**config.mk**
```make
export PLATFORM = sky130hd
export DESIGN_NAME = meam_cell
export DESIGN_NICKNAME = d
export VERILOG_FILES = /design/src/meam_pkg.sv /design/src/meam_cell.sv
export SDC_FILE = /design/constraint.sdc
export NUM_CORES = 1
export LEC_CHECK = 0
export BUFFER_PORTS_ARGS = -buffer_cell sky130_fd_sc_hd__buf_2
export CORE_ASPECT_RATIO = 0.9
export CORE_MARGIN = 1
export CORE_UTILIZATION = 40
export DETAILED_ROUTE_END_ITERATION = 7
export PLACE_DENSITY_LB_ADDON = 0.15
export SYNTH_ARGS = -nofsm -noshare
export SYNTH_HDL_FRONTEND = slang
export SYNTH_SLANG_ARGS = --single-unit
```
**constraint.sdc**
```tcl
create_clock -name clk_i -period 6.65 [get_ports clk_i]
set_input_delay 0 -clock clk_i [delete_from_list [all_inputs] [get_ports clk_i]]
set_output_delay 0 -clock clk_i [all_outputs]
set_load 0.01 [all_outputs]
```
**src/meam_pkg.sv**
```systemverilog
// Shared types and codes for the mesh edge adjacency matcher.
package meam_pkg;

  localparam logic OP_BND = 1'b0;
  localparam logic OP_TRI = 1'b1;

  localparam logic [1:0] KIND_BND  = 2'd0;
  localparam logic [1:0] KIND_TRI  = 2'd1;
  localparam logic [1:0] KIND_DONE = 2'd2;

  localparam logic [2:0] ST_STORED = 3'd0;
  localparam logic [2:0] ST_PAIR   = 3'd1;
  localparam logic [2:0] ST_BLINK  = 3'd2;
  localparam logic [2:0] ST_DUPB   = 3'd3;
  localparam logic [2:0] ST_OVER   = 3'd4;
  localparam logic [2:0] ST_FULL   = 3'd5;

  localparam logic [1:0] SIDE_MAX = 2'd2;

  typedef struct packed {
    logic [1:0]  kind;
    logic [15:0] idx;
    logic [1:0]  sd;
  } tag_t;

  // Query token travelling along the cell row.
  typedef struct packed {
    logic        valid;
    logic        resolved;
    logic        op;
    logic [31:0] key;
    logic [15:0] owner;
    logic [1:0]  side;
    logic [2:0]  status;
    logic [15:0] link_i;
    logic [1:0]  link_s;
    logic [15:0] part_e;
    logic [1:0]  part_s;
  } token_t;

endpackage

```
**src/meam_cell.sv**
```systemverilog
// One edge table slot: compares a passing query, inserts or updates, hands the query on.
module meam_cell (
  input  logic            clk_i,
  input  logic            rst_ni,
  input  logic            en_i,
  input  meam_pkg::token_t tok_i,
  output meam_pkg::token_t tok_o,
  output logic            used_o
);
  import meam_pkg::*;

  logic        used_q, used_d;
  logic        vld_q;
  logic [31:0] key_q, key_d;
  tag_t        tag_q, tag_d;
  token_t      pl_q, tok_d;
  logic        hit;

  assign hit = used_q && (key_q == tok_i.key);

  always_comb begin
    used_d = used_q;
    key_d  = key_q;
    tag_d  = tag_q;
    tok_d  = tok_i;
    if (tok_i.valid && !tok_i.resolved) begin
      if (hit) begin
        tok_d.resolved = 1'b1;
        if (tok_i.op == OP_BND) begin
          tok_d.status = ST_DUPB;
        end else begin
          unique case (tag_q.kind)
            KIND_TRI: begin
              tok_d.status = ST_PAIR;
              tok_d.link_i = tag_q.idx;
              tok_d.link_s = tag_q.sd;
              tok_d.part_e = tag_q.idx;
              tok_d.part_s = tag_q.sd;
              tag_d.kind   = KIND_DONE;
            end
            KIND_BND: begin
              tok_d.status = ST_BLINK;
              tok_d.link_i = tag_q.idx;
            end
            default: begin
              tok_d.status = ST_OVER;
            end
          endcase
        end
      end else if (!used_q) begin
        // slots fill in order, so the first free slot ends the search
        tok_d.resolved = 1'b1;
        tok_d.status   = ST_STORED;
        used_d         = 1'b1;
        key_d          = tok_i.key;
        tag_d.kind     = (tok_i.op == OP_TRI) ? KIND_TRI : KIND_BND;
        tag_d.idx      = tok_i.owner;
        tag_d.sd       = tok_i.side;
      end
    end
  end

  always_ff @(posedge clk_i or negedge rst_ni) begin
    if (!rst_ni) begin
      used_q <= 1'b0;
      vld_q  <= 1'b0;
    end else if (en_i) begin
      used_q <= used_d;
      vld_q  <= tok_i.valid;
    end
  end

  always_ff @(posedge clk_i) begin
    if (en_i) begin
      key_q <= key_d;
      tag_q <= tag_d;
      pl_q  <= tok_d;
    end
  end

  always_comb begin
    tok_o       = pl_q;
    tok_o.valid = vld_q;
  end

  assign used_o = used_q;

endmodule

```
==> results_dict.tcl <==
set metrics [dict create \
    row_count 40 \
    ys_async_sr_fraction 0.0138 \
    area_growth_pct 47.9 \
    drt_wl_total_um 11400 \
    r2r-start "key_q[16]$_DFFE_PP_" \
    dp.cells 616 \
    cp_cell_sequence "xor2_1 -> nor4_1 -> and3_1 -> or4b_4 -> mux2_4" \
    num_io_pins 188 \
    cts_root_buffer "clkbuf_16" \
    drv_slew 0 \
    whs_path_depth 3 \
    start_util 0.409 \
    cpPeakStageDelay_ns 0.69 \
    synth_nets 358 \
    status "finished with violations" \
    fp.dieH_um 113 \
    post-cts-setup-buffers 0 \
    core_area_um2 13400 \
    setup_tns_ns 0 \
    yosysSeqAreaShare 0.795 \
    synth_cell_types 30 \
    ant_nets 0 \
    wl_met3_um 793 \
    hold_end "tok_o[37]$_DFFE_PP_" \
    synth.avg_cell_area_um2 20.8 \
    viasPerCell 4.64 \
    startpoint_type "flip-flop" \
    timing.fmax_ghz 0.368 \
    maxCapViolations 0 \
    grt_pass1_wl_um 17800 \
    drt_pre_antenna_iters 8 \
    cts_buffer_depth 2 \
    top_layer "met4" \
    post-route-min-period_ns 2.71 \
    layout-drive-gt1-share 0.428 \
    dr_wl_met2_um 5430 \
    timing_worst_setup_path_type "flip-flop to flip-flop" \
    hp-class "input port to flip-flop" \
    design_area_um2 8090 \
    drt-initial-drc-count 193 \
    crit_path_end_kind "flip-flop" \
    wl_met1_um 5090 \
    hold_viol 0 \
    htree_num_levels 4 \
    antenna_found_initial 0 \
    ff2ff_setup_slack_ns 3.94 \
    setup_ws_ns 3.94 \
    stdcell_count 741 \
    finalSetupViolations 0 \
    globalRouteOverflowTotal 0 \
    io_buffers 187 \
    drc 34 \
    cts_tree "done" \
    routedWlPerCell_um 15.4 \
    violations "design-rule violations" \
    rsz0062_at_grt "no" \
    place_congestion 0.716 \
    utilization 0.605 \
    reg2reg_to "tok_o[15]$_DFFE_PP_" \
    worst_pin_slew_ns 0.832 \
    grt_pass1_vias 3465 \
    ys_warn_count 0 \
    die_w_um 125 \
    worstHoldStart "tok_i[37]" \
    path_max_fanout 20 \
    dieArea_um2 14100 \
    clkLatencyLatePin_ns 0.41 \
    synth-main-ff-cell "edfxtp_1" \
    pre_cts_slack_ns 3.85 \
    nNetsFinal 655 \
    netlist_area_um2 5470 \
    peakVddDrop_uv 217 \
    leakagePower_uw 0.00329 \
    clkTransAtPathRegs_ns 0.06 \
    fillers 1038 \
    reg2reg_depth 5 \
    synth_edf_count 143 \
    synthCells 263 \
    post-route-period-util 0.408 \
    ys_ff_latch 145 \
    antenna_cells 0 \
    cp.required_ns 6.81 \
    grt_max_degree 64 \
    cp_slowest_cell "or4b_4" \
    power.density_nw_per_um2 265 \
    clkSinkCount 145 \
    dp_hpwl_um 7300 \
    track_usage 0.170 \
    relSlewSlack 0.446 \
    vias 3435 \
    place_area_um2 6600 \
    clock_skew_ns 0.00906 \
    numCtsBuffers 17 \
    arrival_ns 2.87 \
]
==> critical path: cells and delay by family, from the launching register on <==
kind,cells,cell delay (ns)
AND/OR/NAND/NOR,3,1.53
flip-flops,1,0.38
multiplexers,1,0.37
XOR/XNOR,1,0.15
==> layout by cell type, fill, tap and decap left out <==
master | Yosys | layout
a21o_1 | 1 | 1
a21oi_1 | 2 | 2
a31oi_1 | 1 | 1
a41oi_1 | 1 | 1
and3_1 | 3 | 3
and4_1 | 2 | 2
buf_2 | 0 | 186
buf_4 | 2 | 4
bufinv_16 | 0 | 2
clkbuf_1 | 1 | 1
clkbuf_16 | 0 | 17
clkinv_1 | 0 | 5
clkinv_2 | 0 | 4
clkinv_4 | 0 | 1
clkinvlp_4 | 0 | 2
dfrtp_1 | 2 | 2
dlygate4sd3_1 | 0 | 93
edfxtp_1 | 143 | 143
inv_1 | 4 | 4
mux2_1 | 16 | 16
mux2_2 | 1 | 1
mux2_4 | 20 | 20
nand2_1 | 3 | 3
nand2b_1 | 2 | 2
nand3_1 | 1 | 1
nand4_1 | 1 | 1
nand4_2 | 1 | 1
nor2_1 | 4 | 3
nor2_4 | 0 | 1
nor2b_1 | 1 | 1
nor4_1 | 4 | 4
nor4_2 | 4 | 4
nor4b_4 | 1 | 1
o21ai_0 | 5 | 5
o32a_1 | 1 | 1
or4_1 | 1 | 1
or4b_4 | 1 | 1
xor2_1 | 32 | 32
==> layer usage <==
| layer | vias to the layer above | global-route usage |
|---|---|---|
| li1 | 1624 | - |
| met1 | 1652 | 0.213 |
| met2 | 150 | 0.276 |
| met3 | 9 | 0.0534 |
| met4 | 0 | 0.0659 |
| met5 | - | 0 |
==> per-stage QoR <==
stage / hold slack (ns) / total power, µW
final: 0.00863 / 2140
after global routing: 0.00604 / 2220
after CTS: 0.00406 / 2170
after detailed placement: -0.208 / 1230
after global placement: -0.210 / 1230
after floorplan: -0.296 / 1140
==> report_power, final <==
part	switching (µW)	leakage, µW	internal (µW)
clock network	346	0.000267	542
registers	11.4	0.00138	1060
logic	87.1	0.00164	102
total	444	0.00329	1700
==> kinds of logic after synthesis <==
logic type | after synthesis | share of synthesized area
and+or+nand+nor | 29 | 0.0412
buffers and inverters | 9 | 0.0103
muxes | 37 | 0.0900
AOI/OAI and AO/OA | 11 | 0.0124
DFF | 145 | 0.795
xor gates and xnor gates | 32 | 0.0513
==> flip-flops by register name (all words and copies together), names as in the netlist <==
register and flops:
tok_o 91, used_o 1, tag_q 20, key_q 32, vld_q 1
==> how the worst max path moves through the flow <==
stage | slack [ns] | endpoint | cells past startpoint | start
after floorplan | 3.49 | key_q[0]$_DFFE_PP_ | 2 | used_o$_DFFE_PN0P_
after global placement | 3.85 | tok_o[17]$_DFFE_PP_ | 5 | key_q[16]$_DFFE_PP_
after detailed placement | 3.85 | tok_o[17]$_DFFE_PP_ | 5 | key_q[16]$_DFFE_PP_
after CTS | 3.84 | tok_o[12]$_DFFE_PP_ | 5 | key_q[16]$_DFFE_PP_
after global routing | 3.74 | tok_o[15]$_DFFE_PP_ | 5 | key_q[16]$_DFFE_PP_
final | 3.94 | tok_o[15]$_DFFE_PP_ | 5 | key_q[16]$_DFFE_PP_
==> layout make-up <==
type	instances	area, µm²	area share
Sequential cell	145	4340	0.537
Timing Repair Buffer	283	1890	0.234
Multi-Input combinational cell	109	1070	0.133
Clock buffer	18	429	0.0531
Tap cell	168	210	0.0260
Clock inverter	14	123	0.0152
Inverter	4	15.0	0.00186
==> synthesized netlist by cell type, types with 3 or more instances <==
cell type | count | area, µm²
and3_1 | 3 | 18.8
nand2_1 | 3 | 11.3
o21ai_0 | 5 | 25.0
nor4_1 | 4 | 25.0
xor2_1 | 32 | 280
mux2_1 | 16 | 180
nor2_1 | 4 | 15.0
mux2_4 | 20 | 300
inv_1 | 4 | 15.0
nor4_2 | 4 | 50.1
edfxtp_1 | 143 | 4290
==> repair_timing <==
action                    4_1_cts  5_1_grt
hold endpoints to repair      144        0
resized for setup               0        0
hold buffers                   93        0
(Power assumes the default switching activity.)
